**config.mk**
```make
export PLATFORM = sky130hd
export DESIGN_NAME = encoder_button_qualifier
export DESIGN_NICKNAME = d
export VERILOG_FILES = /design/src/rtl/core/ebq_pkg.sv /design/src/rtl/core/ebq_button.sv /design/src/rtl/core/ebq_encoder.sv /design/src/rtl/core/encoder_button_qualifier.sv
export VERILOG_INCLUDE_DIRS = /design/src /design/src/rtl/core
export SDC_FILE = /design/constraint.sdc
export NUM_CORES = 1
export LEC_CHECK = 0
export CAP_MARGIN = 20
export CORE_MARGIN = 4
export CORE_UTILIZATION = 55
export CTS_BUF_LIST = sky130_fd_sc_hd__clkbuf_4
export CTS_CLUSTER_DIAMETER = 150
export DETAILED_ROUTE_END_ITERATION = 12
export DONT_BUFFER_PORTS = 1
export PLACE_DENSITY = 0.68
export RECOVER_POWER = 100
export REMOVE_ABC_BUFFERS = 1
export SYNTH_ARGS = -nofsm -noshare
export SYNTH_HDL_FRONTEND = slang
export SYNTH_SLANG_ARGS = --single-unit
```
**constraint.sdc**
```tcl
create_clock -name clock -period 3.8 [get_ports clock]
set_input_delay 1.14 -clock clock [delete_from_list [all_inputs] [get_ports clock]]
set_output_delay 1.14 -clock clock [all_outputs]
set_load 0.01 [all_outputs]
```
**src/rtl/core/assert_macros.svh**
```systemverilog
// ----------------------------------------------------------------------------
// Assertion macros
// Shared concurrent assertion forms, clocked on clock and disabled in reset.
// ----------------------------------------------------------------------------
`ifndef ASSERT_MACROS_SVH
`define ASSERT_MACROS_SVH

// Antecedent implies consequent in the same cycle.
`define EBQ_ASSERT_IMPL(label, ante, cons, msg) \
   label: assert property (@(posedge clock) disable iff (reset) (ante) |-> (cons)) \
      else $error(msg);

// Antecedent implies consequent in the following cycle.
`define EBQ_ASSERT_NEXT(label, ante, cons, msg) \
   label: assert property (@(posedge clock) disable iff (reset) (ante) |=> (cons)) \
      else $error(msg);

// Condition never holds.
`define EBQ_ASSERT_NEVER(label, cond, msg) \
   label: assert property (@(posedge clock) disable iff (reset) !(cond)) \
      else $error(msg);

`endif

```
**src/rtl/core/ebq_pkg.sv**
```systemverilog
// ----------------------------------------------------------------------------
// ebq_pkg
// Types and constants shared by the encoder and button qualifier.
// ----------------------------------------------------------------------------
package ebq_pkg;

   localparam int CSR_ADDR_W = 3;
   localparam int CSR_DATA_W = 16;
   localparam int CFG_TIME_W = 16;
   localparam int ACCEL_W    = 7;
   localparam int STEP_W     = 8;
   localparam int PHASE_W    = 3;
   localparam int REQ_DATA_W = 8;
   localparam int RSP_DATA_W = 16;

   // register indexes on the csr port
   typedef enum logic [CSR_ADDR_W-1:0] {
      CSR_DEBOUNCE    = 3'd0,
      CSR_LONG_PRESS  = 3'd1,
      CSR_HOLDOFF     = 3'd2,
      CSR_ACCEL_WIN   = 3'd3,
      CSR_ACCEL_STEP  = 3'd4
   } csr_index_type;

   // button phases as reported in the status word
   typedef enum logic [PHASE_W-1:0] {
      PH_UP   = 3'd0,
      PH_PDEB = 3'd1,
      PH_DOWN = 3'd2,
      PH_LONG = 3'd3,
      PH_RDEB = 3'd4
   } phase_type;

   // pending button event
   typedef enum logic [1:0] {
      EV_NONE  = 2'd0,
      EV_PRESS = 2'd1,
      EV_LONG  = 2'd2
   } event_type;

   localparam logic [CFG_TIME_W-1:0] DEBOUNCE_RST   = 16'd100;
   localparam logic [CFG_TIME_W-1:0] LONG_PRESS_RST = 16'd1000;
   localparam logic [CFG_TIME_W-1:0] HOLDOFF_RST    = 16'd100;
   localparam logic [CFG_TIME_W-1:0] ACCEL_WIN_RST  = 16'd150;
   localparam logic [ACCEL_W-1:0]    ACCEL_STEP_RST = 7'd1;

   typedef struct packed {
      logic down;
      logic ack_press;
      logic ack_long;
      logic clear_all;
   } ebq_btn_ctl_type;

   typedef struct packed {
      logic enc_edge;
      logic dir;
      logic ack_step;
      logic clear_all;
   } ebq_enc_ctl_type;

   typedef struct packed {
      logic [PHASE_W-1:0] phase;
      logic               press_pending;
      logic               long_pending;
   } ebq_btn_status_type;

endpackage

```
**src/rtl/core/ebq_button.sv**
```systemverilog
// ----------------------------------------------------------------------------
// ebq_button
// Button debounce and long press machine, one update per accepted tick.
// ----------------------------------------------------------------------------
`include "assert_macros.svh"

module ebq_button import ebq_pkg::*; #(
   parameter int TIMER_WIDTH = 16
) (
   input  logic                  clock,
   input  logic                  reset,
   input  logic                  advance,
   input  ebq_btn_ctl_type       ctl,
   input  logic [CFG_TIME_W-1:0] debounce_ticks,
   input  logic [CFG_TIME_W-1:0] long_press_ticks,
   output ebq_btn_status_type    status
);

   localparam logic [32:0] TMAX = (33'd1 << TIMER_WIDTH) - 33'd1;

   function automatic logic [TIMER_WIDTH-1:0] load_timer(input logic [CFG_TIME_W-1:0] v);
      logic [32:0] wide;
      wide = {{(33-CFG_TIME_W){1'b0}}, v};
      if (wide > TMAX) wide = TMAX;
      return wide[TIMER_WIDTH-1:0];
   endfunction

   phase_type               phase_ff, phase_in;
   event_type               event_ff, event_in;
   logic [TIMER_WIDTH-1:0]  deb_ff, deb_in;
   logic [TIMER_WIDTH-1:0]  lp_ff, lp_in;
   logic [TIMER_WIDTH-1:0]  deb_dec, lp_dec;
   event_type               event_ack;
   logic                    long_done;
   logic                    long_raise;
   logic                    press_raise;

   always_comb begin
      // acknowledges first
      event_ack = event_ff;
      if (ctl.ack_press && event_ff == EV_PRESS) event_ack = EV_NONE;
      if (ctl.ack_long && event_ff == EV_LONG) event_ack = EV_NONE;
      if (ctl.clear_all) event_ack = EV_NONE;

      deb_dec   = (deb_ff == '0) ? '0 : deb_ff - 1'b1;
      lp_dec    = (lp_ff == '0) ? '0 : lp_ff - 1'b1;
      long_done = (lp_dec == '0);

      phase_in = phase_ff;
      event_in = event_ack;
      deb_in   = deb_dec;
      lp_in    = lp_dec;

      case (phase_ff)
         PH_UP: begin
            if (ctl.down) begin
               phase_in = PH_PDEB;
               deb_in   = load_timer(debounce_ticks);
            end
         end
         PH_PDEB: begin
            if (deb_dec == '0) begin
               if (ctl.down) begin
                  phase_in = PH_DOWN;
                  lp_in    = load_timer(long_press_ticks);
               end else begin
                  phase_in = PH_UP;
               end
            end
         end
         PH_DOWN: begin
            if (!ctl.down) begin
               phase_in = PH_RDEB;
               deb_in   = load_timer(debounce_ticks);
            end else if (long_done) begin
               phase_in = PH_LONG;
               event_in = EV_LONG;
            end
         end
         PH_LONG: begin
            if (!ctl.down) begin
               phase_in = PH_RDEB;
               deb_in   = load_timer(debounce_ticks);
            end
         end
         PH_RDEB: begin
            if (deb_dec == '0) begin
               if (!ctl.down) begin
                  if (!long_done) event_in = EV_PRESS;
                  phase_in = PH_UP;
               end else begin
                  phase_in = long_done ? PH_LONG : PH_DOWN;
               end
            end
         end
         default: begin
            phase_in = PH_UP;
         end
      endcase
   end

   always_ff @(posedge clock) begin
      if (reset) begin
         phase_ff <= PH_UP;
         event_ff <= EV_NONE;
         deb_ff   <= '0;
         lp_ff    <= '0;
      end else if (advance) begin
         phase_ff <= phase_in;
         event_ff <= event_in;
         deb_ff   <= deb_in;
         lp_ff    <= lp_in;
      end
   end

   assign status.phase         = phase_ff;
   assign status.press_pending = (event_ff == EV_PRESS);
   assign status.long_pending  = (event_ff == EV_LONG);

   assign long_raise  = advance && event_ff != EV_LONG && event_in == EV_LONG;
   assign press_raise = advance && event_ff != EV_PRESS && event_in == EV_PRESS;

   // a long event is raised only on entry to long down
   `EBQ_ASSERT_NEXT(a_long_entry, long_raise, phase_ff == PH_LONG, "long event without long down")
   // a short press is raised only on return to up
   `EBQ_ASSERT_NEXT(a_press_entry, press_raise, phase_ff == PH_UP, "press event without up")

endmodule

```
**src/rtl/core/ebq_encoder.sv**
```systemverilog
// ----------------------------------------------------------------------------
// ebq_encoder
// Encoder edge holdoff, acceleration window and pending step register.
// ----------------------------------------------------------------------------
`include "assert_macros.svh"

module ebq_encoder import ebq_pkg::*; #(
   parameter int TIMER_WIDTH = 16
) (
   input  logic                  clock,
   input  logic                  reset,
   input  logic                  advance,
   input  ebq_enc_ctl_type       ctl,
   input  logic [CFG_TIME_W-1:0] holdoff_ticks,
   input  logic [CFG_TIME_W-1:0] accel_window_ticks,
   input  logic [ACCEL_W-1:0]    accel_step,
   output logic [STEP_W-1:0]     step_value
);

   localparam logic [32:0] TMAX = (33'd1 << TIMER_WIDTH) - 33'd1;

   function automatic logic [TIMER_WIDTH-1:0] load_timer(input logic [CFG_TIME_W-1:0] v);
      logic [32:0] wide;
      wide = {{(33-CFG_TIME_W){1'b0}}, v};
      if (wide > TMAX) wide = TMAX;
      return wide[TIMER_WIDTH-1:0];
   endfunction

   logic [TIMER_WIDTH-1:0] hold_ff, hold_in;
   logic [TIMER_WIDTH-1:0] accel_ff, accel_in;
   logic [STEP_W-1:0]      step_ff, step_in;
   logic [TIMER_WIDTH-1:0] hold_dec, accel_dec;
   logic [ACCEL_W-1:0]     mag;
   logic [STEP_W-1:0]      mag_ext;
   logic                   edge_take;

   always_comb begin
      hold_dec  = (hold_ff == '0) ? '0 : hold_ff - 1'b1;
      accel_dec = (accel_ff == '0) ? '0 : accel_ff - 1'b1;

      // zero magnitude acts as one
      mag = 7'd1;
      if (accel_dec != '0 && accel_step != '0) mag = accel_step;
      mag_ext = {1'b0, mag};

      step_in  = (ctl.ack_step || ctl.clear_all) ? '0 : step_ff;
      hold_in  = hold_dec;
      accel_in = accel_dec;

      edge_take = ctl.enc_edge && hold_dec == '0;
      if (edge_take) begin
         step_in  = ctl.dir ? mag_ext : (~mag_ext + 1'b1);
         accel_in = load_timer(accel_window_ticks);
         hold_in  = load_timer(holdoff_ticks);
      end
   end

   always_ff @(posedge clock) begin
      if (reset) begin
         hold_ff  <= '0;
         accel_ff <= '0;
         step_ff  <= '0;
      end else if (advance) begin
         hold_ff  <= hold_in;
         accel_ff <= accel_in;
         step_ff  <= step_in;
      end
   end

   assign step_value = step_ff;

   // an accepted edge always leaves a nonzero step
   `EBQ_ASSERT_NEXT(a_edge_step, advance && edge_take, step_ff != '0, "edge left zero step")
   // magnitude never reaches 128
   `EBQ_ASSERT_NEVER(a_step_range, step_ff == 8'h80, "step out of range")

endmodule

```
**src/rtl/core/encoder_button_qualifier.sv**
```systemverilog
// ----------------------------------------------------------------------------
// encoder_button_qualifier
// Per-tick button debounce / long press and rotary encoder step qualifier.
// ----------------------------------------------------------------------------
//
//  channel   dir  width  contents
//  req_      in   8      one millisecond tick word (levels, edge, acks, clear)
//  rsp_      out  16     qualified state after the tick
//  csr_      in   3/16   timer and acceleration settings, write only
//
//  A word accepted on req_ is held in the input register; once the result
//  slot is free the next edge runs it through the button and encoder update
//  into the state registers, which double as the result register, and
//  rsp_tvalid rises. One word per cycle is sustained while rsp_tready is
//  high; the update is a few 16-bit decrements.
//  Reset is synchronous and active high; it loads the settings defaults and
//  clears all timers, the pending step and any pending button event.
//  A stalled rsp holds the state; the input register keeps taking a word
//  while it drains, so req_tready drops only when both stages are full and
//  rsp_tready is low.
//
`include "assert_macros.svh"

module encoder_button_qualifier import ebq_pkg::*; #(
   parameter int TIMER_WIDTH = 16
) (
   input  logic                  clock,
   input  logic                  reset,

   input  logic                  req_tvalid,
   output logic                  req_tready,
   // [0] button_level, [1] encoder_edge, [2] direction_level, [3] ack_step,
   // [4] ack_press, [5] ack_long_press, [6] clear_all, [7] zero
   input  logic [REQ_DATA_W-1:0] req_tdata,

   output logic                  rsp_tvalid,
   input  logic                  rsp_tready,
   // [7:0] step_value, [8] press_pending, [9] long_press_pending,
   // [12:10] button_phase, [15:13] zero
   output logic [RSP_DATA_W-1:0] rsp_tdata,

   input  logic                  csr_we,
   input  logic [CSR_ADDR_W-1:0] csr_addr,
   input  logic [CSR_DATA_W-1:0] csr_wdata
);

   // settings
   logic [CFG_TIME_W-1:0] debounce_ff;
   logic [CFG_TIME_W-1:0] long_press_ff;
   logic [CFG_TIME_W-1:0] holdoff_ff;
   logic [CFG_TIME_W-1:0] accel_win_ff;
   logic [ACCEL_W-1:0]    accel_step_ff;

   // input register and output handshake
   logic                  in_valid_ff, in_valid_in;
   logic [6:0]            in_word_ff;
   logic                  rsp_valid_ff, rsp_valid_in;
   logic                  advance;
   logic                  req_fire;
   logic                  both_full_stalled;
   logic                  both_pending;

   ebq_btn_ctl_type       btn_ctl;
   ebq_enc_ctl_type       enc_ctl;
   ebq_btn_status_type    btn_status;
   logic [STEP_W-1:0]     step_value;

   // settings writes: ignore indexes past the list
   always_ff @(posedge clock) begin
      if (reset) begin
         debounce_ff   <= DEBOUNCE_RST;
         long_press_ff <= LONG_PRESS_RST;
         holdoff_ff    <= HOLDOFF_RST;
         accel_win_ff  <= ACCEL_WIN_RST;
         accel_step_ff <= ACCEL_STEP_RST;
      end else if (csr_we) begin
         case (csr_addr)
            CSR_DEBOUNCE:   debounce_ff   <= csr_wdata;
            CSR_LONG_PRESS: long_press_ff <= csr_wdata;
            CSR_HOLDOFF:    holdoff_ff    <= csr_wdata;
            CSR_ACCEL_WIN:  accel_win_ff  <= csr_wdata;
            CSR_ACCEL_STEP: accel_step_ff <= csr_wdata[ACCEL_W-1:0];
            default: ;
         endcase
      end
   end

   // advance the held word into the state when the result slot is free
   assign advance    = in_valid_ff && (!rsp_valid_ff || rsp_tready);
   assign req_tready = !in_valid_ff || advance;
   assign req_fire   = req_tvalid && req_tready;

   always_comb begin
      in_valid_in = in_valid_ff;
      if (req_fire) in_valid_in = 1'b1;
      else if (advance) in_valid_in = 1'b0;

      rsp_valid_in = rsp_valid_ff;
      if (advance) rsp_valid_in = 1'b1;
      else if (rsp_tready) rsp_valid_in = 1'b0;
   end

   always_ff @(posedge clock) begin
      if (reset) begin
         in_valid_ff  <= 1'b0;
         rsp_valid_ff <= 1'b0;
      end else begin
         in_valid_ff  <= in_valid_in;
         rsp_valid_ff <= rsp_valid_in;
      end
   end

   // payload: hold until the next accept
   always_ff @(posedge clock) begin
      if (req_fire) in_word_ff <= req_tdata[6:0];
   end

   // split the tick word; a low button level means pressed
   assign btn_ctl.down      = !in_word_ff[0];
   assign btn_ctl.ack_press = in_word_ff[4];
   assign btn_ctl.ack_long  = in_word_ff[5];
   assign btn_ctl.clear_all = in_word_ff[6];

   assign enc_ctl.enc_edge  = in_word_ff[1];
   assign enc_ctl.dir       = in_word_ff[2];
   assign enc_ctl.ack_step  = in_word_ff[3];
   assign enc_ctl.clear_all = in_word_ff[6];

   ebq_button #(
      .TIMER_WIDTH(TIMER_WIDTH)
   ) u_button (
      .clock           (clock),
      .reset           (reset),
      .advance         (advance),
      .ctl             (btn_ctl),
      .debounce_ticks  (debounce_ff),
      .long_press_ticks(long_press_ff),
      .status          (btn_status)
   );

   ebq_encoder #(
      .TIMER_WIDTH(TIMER_WIDTH)
   ) u_encoder (
      .clock             (clock),
      .reset             (reset),
      .advance           (advance),
      .ctl               (enc_ctl),
      .holdoff_ticks     (holdoff_ff),
      .accel_window_ticks(accel_win_ff),
      .accel_step        (accel_step_ff),
      .step_value        (step_value)
   );

   assign rsp_tvalid = rsp_valid_ff;
   assign rsp_tdata  = {3'b000, btn_status.phase, btn_status.long_pending,
                        btn_status.press_pending, step_value};

   assign both_full_stalled = in_valid_ff && rsp_valid_ff && !rsp_tready;
   assign both_pending      = btn_status.press_pending && btn_status.long_pending;

   // every advanced word produces a result next cycle
   `EBQ_ASSERT_NEXT(a_adv_result, advance, rsp_valid_ff, "advanced word without result")
   // both stages full and stalled: no new word taken
   `EBQ_ASSERT_IMPL(a_full_stall, both_full_stalled, !req_tready, "accept while full")
   // short and long press never pending together
   `EBQ_ASSERT_NEVER(a_one_event, both_pending, "two button events pending")

endmodule
```
Word-level counts from Yosys, hierarchy flattened
Index checks and enable logic that the tools add are counted.
{"block": "totals", "ff_bits": 157, "input_bits": 32, "word_cells": 108, "output_inout_bits": 18}
{"block": "classes", "muxes": 39, "reduce_logical": 33, "n_bitwise": 1, "addsub": 5, "eq_ne": 15}
{"cell": "2-to-1 mux 16 bit", "count": 11}
{"cell": "logical NOT 16 bit", "count": 7}
{"cell": "subtractor 16 x 1 -> 16 bit (second input constant)", "count": 4}
{"cell": "one-hot mux 16 bit (2 select lines)", "count": 1}
{"cell": "2-to-1 mux 8 bit", "count": 3}
{"cell": "2-to-1 mux 3 bit", "count": 7}
{"cell": "2-to-1 mux 2 bit", "count": 9}
{"cell": "nonzero test 16 bit", "count": 1}
{"cell": "one-hot mux 3 bit (5 select lines)", "count": 1}
{"cell": "equality test 3 x 2 -> 1 bit (second input constant)", "count": 4}
{"cell": "AND reduction 2 bit", "count": 6}
{"cell": "adder 8 x 1 -> 8 bit (second input constant)", "count": 1}
{"cell": "NOT 7 -> 8 bit", "count": 1}
{"cell": "2-to-1 mux 7 bit", "count": 1}
{"cell": "nonzero test 7 bit", "count": 1}
{"cell": "equality test 3 x 1 -> 1 bit (second input constant)", "count": 2}
{"cell": "equality test 3 bit (second input constant)", "count": 2}
{"cell": "logical AND 1 bit", "count": 6}
{"cell": "logical NOT 3 bit", "count": 2}
{"cell": "AND reduction 6 bit", "count": 1}
{"cell": "nonzero test 2 bit", "count": 3}
{"cell": "2-to-1 mux 1 bit", "count": 5}
{"cell": "inequality test 2 x 1 -> 1 bit (second input constant)", "count": 2}
{"cell": "inequality test 2 bit (second input constant)", "count": 2}
{"cell": "7 further kinds", "count": 10}

Logic depth before layout (Yosys ltp)
Gate-level depths: netlist of the first run.
{"block": "logic_depth", "ltp_word": 9, "depth_mapped": 12, "ltp_nobuf": 9}

Modules after synthesis
From an unflattened synthesis of the first run, not the netlist that was laid out.
{"block": "hier_totals", "cells_unflattened": 1057, "area_unflattened_um2": 9047.4}
{"mod": "encoder_button_qualifier", "cells_each": 289, "seq_area_each_um2": 1671.6, "n_inst": 1, "area_per_inst_um2": 3185.6}
{"mod": "ebq_button", "cells_each": 395, "seq_area_each_um2": 740.7, "n_inst": 1, "area_per_inst_um2": 3084.2}
{"mod": "ebq_encoder", "cells_each": 373, "seq_area_each_um2": 800.8, "n_inst": 1, "area_per_inst_um2": 2777.7}

Worst setup path before layout of the first run
No wires, ideal clock.
{"block": "synth_timing", "path_kind": "reg-to-reg", "start": "register u_button.deb_ff[0]", "end": "register u_button.lp_ff[11]", "required_time_ns": 3.714, "setup_ns": 0.086, "setup_slack_ns": 0.274, "synth_period_minus_slack_ns": 3.526, "path_stages_with_launch": 13, "path_buffers": 3, "arrival_ns": 3.441, "cell_sequence": "dfxtp_1 inv_1 ha_1 or3b_1 buf_2 nor4_1 mux2_2 or3b_1 or4_4 buf_6 buf_12 mux2i_1 a211oi_1"}
{"block": "synth_between", "elab_chain_len": 5, "word_cells_on_any_way": 6, "cone_classes": "add/sub: 1; mux: 3; reduce/logical: 2"}
{"item": "from (decl)", "line": "ebq_button.sv:30", "source": "logic [TIMER_WIDTH-1:0] deb_ff, deb_in;"}
{"item": "from (signal assigned)", "line": "ebq_button.sv:111", "source": "deb_ff <= deb_in;"}
{"item": "subtractor 16 x 1 -> 16 bit / logical NOT 16 bit (equally long branches)", "line": "ebq_button.sv:45", "source": "deb_dec = (deb_ff == '0) ? '0 : deb_ff - 1'b1;"}
{"item": "2-to-1 mux 16 bit (*)", "line": "ebq_button.sv:45"}
{"item": "logical NOT 16 bit (*)", "line": "ebq_button.sv:62", "source": "if (deb_dec == '0) begin"}
{"item": "2-to-1 mux 16 bit (*)", "line": "ebq_button.sv:62"}
{"item": "2-to-1 mux 16 bit (*)", "line": "ebq_button.sv:54", "source": "case (phase_ff)"}
{"item": "to (signal assigned)", "line": "ebq_button.sv:112", "source": "lp_ff <= lp_in;"}
{"item": "to (decl)", "line": "ebq_button.sv:31", "source": "logic [TIMER_WIDTH-1:0] lp_ff, lp_in;"}
Every way passes the cells marked *; elsewhere a longest branch is shown, timed or not.
A chain may end at the register's enable or synchronous reset.

Worst setup path after layout of the first run
{"block": "layout_timing", "start": "register u_button.deb_ff[0]", "end": "register u_button.lp_ff[9]"}
Same word-level chain as after synthesis.

==> results of run 1 <==
## sequential cells by signal, summed over array words and instances, names as in the netlist
| register | cells |
|---|---|
| u_button.deb_ff | 16 |
| long_press_ff | 16 |
| u_button.lp_ff | 16 |
| holdoff_ff | 16 |
| u_encoder.step_value | 8 |
| u_encoder.hold_ff | 16 |
| accel_step_ff | 7 |
| u_button.event_ff | 2 |
| debounce_ff | 16 |
| u_button.phase_ff | 3 |
| in_word_ff | 7 |
| rsp_tvalid | 1 |
| u_encoder.accel_ff | 16 |
| in_valid_ff | 1 |
| accel_win_ff | 16 |
## layer usage
metal / global-route usage / up-vias / share of wire
met2: 0.409 / 197 / 0.44
met1: 0.370 / 3515 / 0.47
met4: 0.0811 / 0 / 0.018
met5: 0 / - / 0
met3: 0.0642 / 39 / 0.067
li1: - / 3754 / -
## power by group through the flow
stage / combinational [mW] / sequential, mW / clock [mW]
finish: 1.05 / 1.86 / 1.13
global route: 1.18 / 1.88 / 1.22
CTS: 1.06 / 1.86 / 1.16
detailed placement: 1.05 / 1.90 / 0
global placement: 1.04 / 1.90 / 0
floorplan: 0.815 / 1.87 / 0
## cells in the final DEF, fill, tap and decap left out, types with 15 or more instances in the layout
cell type,synthesis,layout
inv_1,21,21
a211oi_1,15,15
dfxtp_1,150,150
nor3_1,32,33
o21ai_0,53,53
nand3_1,43,43
or3_1,16,16
a21oi_1,86,86
nand2_1,202,202
nor4_1,26,25
clkbuf_4,0,20
mux2i_1,25,26
nor2_1,98,97
## cell type report
type | instances | area (µm²) | share of cell area
sequential | 157 | 3210 | 0.374
clock buffer | 20 | 150 | 0.0175
tap | 184 | 230 | 0.0268
timing repair buffer | 21 | 144 | 0.0167
inverter | 21 | 78.8 | 0.00916
antenna | 1 | 2.50 | 0.000291
clock inverter | 11 | 168 | 0.0195
multi-input combinational | 816 | 4610 | 0.537
## Yosys cell counts, types with 15 or more instances
master    count
or3_1        16
a211oi_1     15
nand2_1     202
a21oi_1      86
nor4_1       26
inv_1        21
dfxtp_1     150
nor2_1       98
o21ai_0      53
mux2i_1      25
clkbuf_1     62
nor3_1       32
nand3_1      43
## kinds of logic (layout without fill, tap and decap cells)
| logic type | after synthesis | in the layout | synth area share |
|---|---|---|---|
| flip-flops | 157 | 157 | 0.388 |
| other | 1 | 4 | 0.000453 |
| adder cells (fa/ha/maj) | 4 | 4 | 0.00604 |
| AND/OR/NAND/NOR | 504 | 504 | 0.291 |
| buffers and inverters | 104 | 73 | 0.0554 |
| XOR/XNOR | 19 | 19 | 0.0201 |
| multiplexers | 36 | 36 | 0.0459 |
| AO/OA/AOI/OAI | 250 | 250 | 0.193 |
## worst reg2reg max path, delay by kind of cell, from the launching register on
kind            cells  cell delay (ns)
flops               1             0.38
mux                 2             0.44
simple gates        4             1.80
fa+ha+maj           1             0.24
buf+inv             2             0.32
compound gates      1             0.24
## path summary, 6_finish.rpt
| check | depth (start not counted) | end | startpoint |
|---|---|---|---|
| max | 10 | u_button.lp_ff[9] | u_button.deb_ff[0] |
| min | 2 | long_press_ff[15] | long_press_ff[15] |
| min reg2reg | 2 | long_press_ff[15] | long_press_ff[15] |
| max reg2reg | 10 | u_button.lp_ff[9] | u_button.deb_ff[0] |
==> flow_metrics.tcl, run 1 <==
set metrics [dict create \
    clk_pin_slew_ns 0.13 \
    worstPathRequired_ns 4.29 \
    hold_viol 0 \
    start_util 0.566 \
    max_freq_mhz 284 \
    r2r_slack_ns 0.28 \
    crit_path_end_kind "flop" \
    cts_buffer_depth 2 \
    overflow 0 \
    internal-power_mw 2.72 \
    grt_pass1_wl_mm 35.6 \
    grt_start_max_net_pins 119 \
    dpl.cell_count 1199 \
    clock-sinks 157 \
    min_period_over_period 0.925 \
    crit_path_max_incr_delay_ns 0.72 \
    p_comb_frac 0.260 \
    drcViolationCount 0 \
    final_core_util 0.587 \
    finalPower_mw 4.04 \
    setup_viol 0 \
    cap_violations 0 \
    yosys_register_bits 157 \
    layout.cells.non_filler 1231 \
    fin_setup_tns_ns 0 \
    area_growth_syn_to_layout_pct 3.79 \
    layout-drive-gt1-share 0.0679 \
    fin_area_um2 8600 \
    final.setup.worst_slack_ns 0.285 \
    cp-start-kind "flop" \
    cp_cell_sequence "inv_1, ha_1, or3b_1, clkbuf_1, or4_1, mux2i_1, nand3_1, or4_4, mux2i_1, a211oi_1" \
    yosysTopAreaCellShare 0.362 \
    hp-class "flop to flop" \
    leakage_nw 3.11 \
    die_h_um 131 \
    row_count 44 \
    rsz0062_at_grt "false" \
    io_pins 50 \
    async_reset_ff_frac 0 \
    ys_types 76 \
    timing.final.crit_period_ns 3.52 \
    drtAntennaViolNets 0 \
    insertion_delay_ns 0.58 \
    post_cts_buffers 0 \
    cts-root-buf "clkbuf_4" \
    fin_skew_ns 0.0187 \
    ys_warn_count 0 \
    layout.nets 1070 \
    first_pass_iters 5 \
    synth_edf_count 7 \
    timing.hold.ws_ns 0.463 \
    slew_headroom 0.177 \
    clock_power_share 0.280 \
    path_delay_family "simple AND/OR/NAND/NOR gates" \
    synth.cell_area_um2 8290 \
    syn_area_per_cell_um2 7.71 \
    wl_per_cell_um 17.8 \
    ys_seq_area_frac 0.388 \
    tightest_slew_ns 1.23 \
    power.switching_mw 1.32 \
    slew_violations 0 \
    gp_congestion 0.909 \
    worstPathArrival_ns 4.01 \
    vias 7505 \
    pwr-share-seq 0.461 \
    dieArea_um2 17100 \
    dpl_cell_area_um2 8330 \
    netlist_instances 1075 \
    crit_top_cell "mux2i_1" \
    grt_pass1_vias 6796 \
    antenna_found_initial 0 \
    critPathBufInv 2 \
    cts-buffers-inserted 17 \
    worstSetupPathType "flop to flop" \
    die_x_um 131 \
    via_per_inst 6.10 \
    worstPathMaxFanout 24 \
    power.density_nw_per_um2 470 \
    status "complete, no violations" \
    grt_usage 0.265 \
    cp_slowest_cell "or4_4" \
    synth_ff_type "dfxtp_1" \
    drt-total-wl_mm 22.0 \
    cts_hold_buf 0 \
    cts_max_level 4 \
    cts-resized-gates 0 \
    place_ws_ns 0.341 \
    fp.coreArea_um2 14600 \
    drt_iter0_markers 713 \
    cts_tree "built" \
    peakVddDrop_mv 0.294 \
    dp_hpwl_mm 14.6 \
    synth_area_leaders "dfxtp_1 (36%), nand2_1 (9.1%), a21oi_1 (5.2%)" \
    netSwitchingFraction 0.327 \
    synth_top_cell_by_area "dfxtp_1" \
    port_buffers 0 \
    fillers 1421 \
]
(Power assumes the default switching activity.)
==> inputs of run 2 (changes only) <==
Settings changed: CORE_ASPECT_RATIO from default to 2.
==> flow_metrics.tcl, run 2 (synthesis gave the netlist of run 1 again) <==
set metrics [dict create \
    status "complete, no violations" \
    cts_tree "built" \
    grt_usage 0.280 \
    antenna_found_initial 1 \
    final_cell_mix "nand2_1 (202), dfxtp_1 (150), nor2_1 (98), a21oi_1 (85), o21ai_0 (53)" \
    layout.nets 1072 \
    rsz0062_at_grt "false" \
    p_comb_frac 0.266 \
    clk_pin_slew_ns 0.14 \
    cp_slowest_cell "or4_4" \
    setup_viol 0 \
    peakVddDrop_mv 0.313 \
    internal-power_mw 2.72 \
    grt_start_max_net_pins 119 \
    insertion_delay_ns 0.56 \
    worstPathRequired_ns 4.26 \
    final_common_cell "nand2_1" \
    final_core_util 0.582 \
    die_h_um 182 \
    tightest_slew_ns 0.854 \
    cts_buffer_depth 2 \
    worstPathArrival_ns 4.05 \
    hold_viol 0 \
    slew_headroom 0.430 \
    timing.final.crit_period_ns 3.59 \
    fin_setup_tns_ns 0 \
    drt-total-wl_mm 23.2 \
    cp-start-kind "flop" \
    port_buffers 0 \
    cts-root-buf "clkbuf_4" \
    netSwitchingFraction 0.330 \
    crit_top_cell "or3b_1" \
    crit_path_end_kind "flop" \
    drt_iter0_markers 557 \
    power.density_nw_per_um2 471 \
    fp.coreArea_um2 14800 \
    hp-class "flop to flop" \
    die_x_um 94.8 \
    clock_power_share 0.275 \
    max_freq_mhz 279 \
    slew_violations 0 \
    drtAntennaViolNets 0 \
    cts-resized-gates 0 \
    worstPathMaxFanout 24 \
    dp_hpwl_mm 16.4 \
    first_pass_iters 5 \
    crit_path_max_incr_delay_ns 0.68 \
    cts-buffers-inserted 17 \
    grt_pass1_wl_mm 37.8 \
    layout-drive-gt1-share 0.0744 \
    area_growth_syn_to_layout_pct 4.08 \
    via_per_inst 6.15 \
    cap_violations 0 \
    dieArea_um2 17200 \
    fin_skew_ns 0.0215 \
    pwr-share-seq 0.459 \
    layout.cells.non_filler 1244 \
    worstHoldStart "holdoff_ff[13]" \
    post_cts_buffers 0 \
    grt_pass1_vias 7337 \
    row_count 63 \
    dpl.cell_count 1212 \
    drcViolationCount 0 \
    clock-sinks 157 \
    r2r-start "u_button.deb_ff[0]" \
    min_period_over_period 0.945 \
    power.switching_mw 1.34 \
    setup.worst_path.start "u_button.deb_ff[0]" \
    start_util 0.559 \
    gp_congestion 0.931 \
    finalPower_mw 4.06 \
    fillers 1516 \
    io_pins 50 \
    cts_hold_buf 0 \
    worstSetupPathType "flop to flop" \
    cp_cell_sequence "inv_1, ha_1, or3b_1, nor4_1, buf_4, mux2_2, or3b_1, or4_4, mux2i_1, a211oi_1" \
    wl_per_cell_um 18.7 \
    overflow 0 \
    leakage_nw 3.11 \
    cts_max_level 4 \
    vias 7654 \
]
==> run 2: cell types whose count changed in the layout (fill, tap and decap cells not counted), sizes merged <==
cell and delta:
clkinvlp +1, clkinv +1, clkbuf -2, inv -1
buf +3
==> run 2: power groups by stage <==
stage / sequential, mW / combinational, mW / clock [mW]
finish: 1.86 / 1.08 / 1.12
global route: 1.88 / 1.21 / 1.21
CTS: 1.86 / 1.09 / 1.14
detailed placement: 1.90 / 1.09 / 0
global placement: 1.90 / 1.08 / 0
floorplan: 1.87 / 0.815 / 0
==> run 2: path summary, 6_finish.rpt <==
check                                        endpoint  slack, ns  depth (start not counted)
worst max register to register      u_button.lp_ff[9]       0.21                         10
worst min-delay path            u_encoder.hold_ff[13]       0.45                          2
worst min register to register  u_encoder.hold_ff[13]       0.45                          2
worst max-delay path                u_button.lp_ff[9]       0.21                         10
==> run 2: layer usage <==
metal  vias to the layer above  GRT usage  wire (µm)
li1                       3753          -          -
met1                      3662      0.302       8900
met2                       181      0.501      12300
met3                        58     0.0651       1090
met4                         0      0.129        948
met5                         -          0          0
==> run 2: layout make-up <==
type | count | area, µm² | area share
antenna | 1 | 2.50 | 0.000290
inverter | 21 | 78.8 | 0.00914
clock inverter | 12 | 171 | 0.0199
timing repair buffer | 23 | 151 | 0.0176
multi-input combinational | 816 | 4620 | 0.536
sequential | 157 | 3210 | 0.373
clock buffer | 19 | 143 | 0.0165
tap | 195 | 244 | 0.0283
==> run 2: metrics by stage <==
step | hold WS, ns | setup WS, ns | instance area (µm²)
final | 0.450 | 0.211 | 8620
after global routing | 0.471 | 0.00723 | 8620
after CTS | 0.439 | 0.210 | 8660
after detailed placement | 0.440 | 0.251 | 8350
after global placement | 0.437 | 0.288 | 8350
after floorplan | 0.430 | -1.72 | 7910
==> run 2: critical path, delay by kind of cell (launching register included) <==
family | cells | cell delay (ns)
and+or+nand+nor | 4 | 1.76
muxes | 2 | 0.52
DFF | 1 | 0.40
buffers and inverters | 2 | 0.31
adders and majority gates | 1 | 0.25
AOI/OAI and AO/OA | 1 | 0.24
==> inputs of run 3 (changes only) <==
==> constraint.sdc (replaced) <==
create_clock -name clock -period 3.9 [get_ports clock]
set_input_delay 0.195 -clock clock [delete_from_list [all_inputs] [get_ports clock]]
set_output_delay 0.195 -clock clock [all_outputs]
set_load 0.01 [all_outputs]
==> flow_metrics.tcl, run 3 (synthesis gave the netlist of run 1 again) <==
set metrics [dict create \
    fin_skew_ns 0.0278 \
    drcViolationCount 0 \
    pwr-share-seq 0.458 \
    grt_start_max_net_pins 118 \
    worstPathRequired_ns 4.36 \
    final_core_util 0.604 \
    peakVddDrop_mv 0.245 \
    dieArea_um2 17200 \
    io_pins 50 \
    netSwitchingFraction 0.346 \
    gp_congestion 0.994 \
    dp_hpwl_mm 16.2 \
    layout.cells.non_filler 1275 \
    worstPathMaxFanout 24 \
    drt_iter0_markers 462 \
    power.switching_mw 1.37 \
    slew_headroom -0.138 \
    r2r_cells 10 \
    drt-total-wl_mm 23.8 \
    layout-drive-gt1-share 0.0714 \
    cp-start-kind "flop" \
    wl_per_cell_um 18.6 \
    final_common_cell "nand2_1" \
    power.density_nw_per_um2 444 \
    whs_endpoint "in_valid_ff" \
    layout.nets 1101 \
    final_cell_mix "nand2_1 (202), dfxtp_1 (150), nor2_1 (98), a21oi_1 (85), o21ai_0 (53)" \
    violations "capacitance limit, slew limit" \
    die_h_um 182 \
    port_buffers 0 \
    via_per_inst 6.06 \
    clk_pin_slew_ns 0.13 \
    crit_path_end_kind "flop" \
    row_count 63 \
    cts_buffer_depth 2 \
    vias 7730 \
    drtAntennaViolNets 0 \
    die_x_um 94.8 \
    worstHoldStart "reset" \
    r2r-start "u_button.deb_ff[0]" \
    timing.rr.end "u_button.lp_ff[1]" \
    clock-sinks 157 \
    cts-buffers-inserted 17 \
    leakage_nw 3.23 \
    area_growth_syn_to_layout_pct 7.94 \
    grt_pass1_vias 7434 \
    worstSetupPathType "flop to flop" \
    hold_viol 0 \
    start_util 0.559 \
    tightest_slew_ns 1.71 \
    overflow 0 \
    r2r_slack_ns 0.22 \
    dpl.cell_count 1207 \
    place_ws_ns 0.332 \
    grt_usage 0.287 \
    setup_viol 0 \
    dpl_cell_area_um2 8320 \
    cap_violations 1 \
    min_path_cells 2 \
    internal-power_mw 2.59 \
    cts-root-buf "clkbuf_4" \
    grt_pass1_wl_mm 38.5 \
    fin_area_um2 8940 \
    timing.final.crit_period_ns 3.68 \
    final.setup.worst_slack_ns 0.220 \
    finalPower_mw 3.97 \
    status "finished, violations left" \
    fp.coreArea_um2 14800 \
    worstPathArrival_ns 4.14 \
    min_period_over_period 0.943 \
    slew_violations 31 \
    hp-class "input pin to flop" \
    rsz0062_at_grt "false" \
    clock_power_share 0.262 \
    p_comb_frac 0.280 \
    first_pass_iters 5 \
    insertion_delay_ns 0.56 \
    max_freq_mhz 272 \
    cts_max_level 4 \
    cts_tree "built" \
    antenna_found_initial 3 \
]
[run 3: final cells by class]
type                    instances  area (µm²)
diodes                          2        5.00
clock buffers                  17         128
clock inverters                15         174
fillers                      1469        5870
inverters                      21        78.8
multi-input cells             816        4620
flip-flops and latches        157        3210
well taps                     195         244
repair buffers                 52         484
[run 3: worst max-delay path by stage]
stage	cells past startpoint	slack, ns	endpoint	startpoint
after global routing	10	0.03	u_button.lp_ff[0]	u_button.deb_ff[0]
after floorplan	6	-0.91	u_encoder.step_value[1]	rsp_tvalid
after global placement	10	0.35	u_button.lp_ff[6]	u_button.deb_ff[0]
final	10	0.22	u_button.lp_ff[1]	u_button.deb_ff[0]
after detailed placement	10	0.33	u_button.lp_ff[11]	u_button.deb_ff[0]
after CTS	10	0.28	u_button.lp_ff[1]	u_button.deb_ff[0]
[run 3: worst max-delay path: stages (launching register included)]
cell      delay, ns
dfxtp_1        0.39
inv_1          0.11
ha_1           0.25
or3b_1         0.42
nor4_1         0.41
buf_4          0.21
mux2_2         0.33
or3b_1         0.38
or4_4          0.68
mux2i_1        0.18
a211oi_1       0.23
[run 3: layer usage]
| layer | part of all wire | GRT usage | routed length (µm) | vias up |
|---|---|---|---|---|
| met1 | 0.38 | 0.317 | 9070 | 3675 |
| met3 | 0.039 | 0.0502 | 926 | 67 |
| met2 | 0.53 | 0.513 | 12600 | 171 |
| li1 | - | - | - | 3817 |
| met4 | 0.048 | 0.142 | 1140 | 0 |
| met5 | 0 | 0 | 0 | - |
[run 3: power by group through the flow]
stage,clock (mW),combinational [mW],sequential (mW)
2_1_floorplan,0,0.794,1.82
3_3_place_gp,0,1.02,1.85
6_report,1.04,1.11,1.82
3_5_place_dp,0,1.04,1.85
4_1_cts,1.07,1.11,1.81
5_1_grt,1.13,1.24,1.83
[run 3: repair_timing]
action / CTS / global route
hold endpoints to repair: 143 / 4
endpoints found under the setup margin: 0 / 0
buffers inserted: 0 / 0
gates resized for setup: 0 / 0
hold buffers: 31 / 2
[run 3: metrics by stage]
stage               TNS (ns)  hold slack, ns
floorplan              -9.64           0.261
CTS                        0          0.0265
detailed placement         0           0.281
global route               0          0.0450
global placement           0           0.280
finish                     0          0.0103
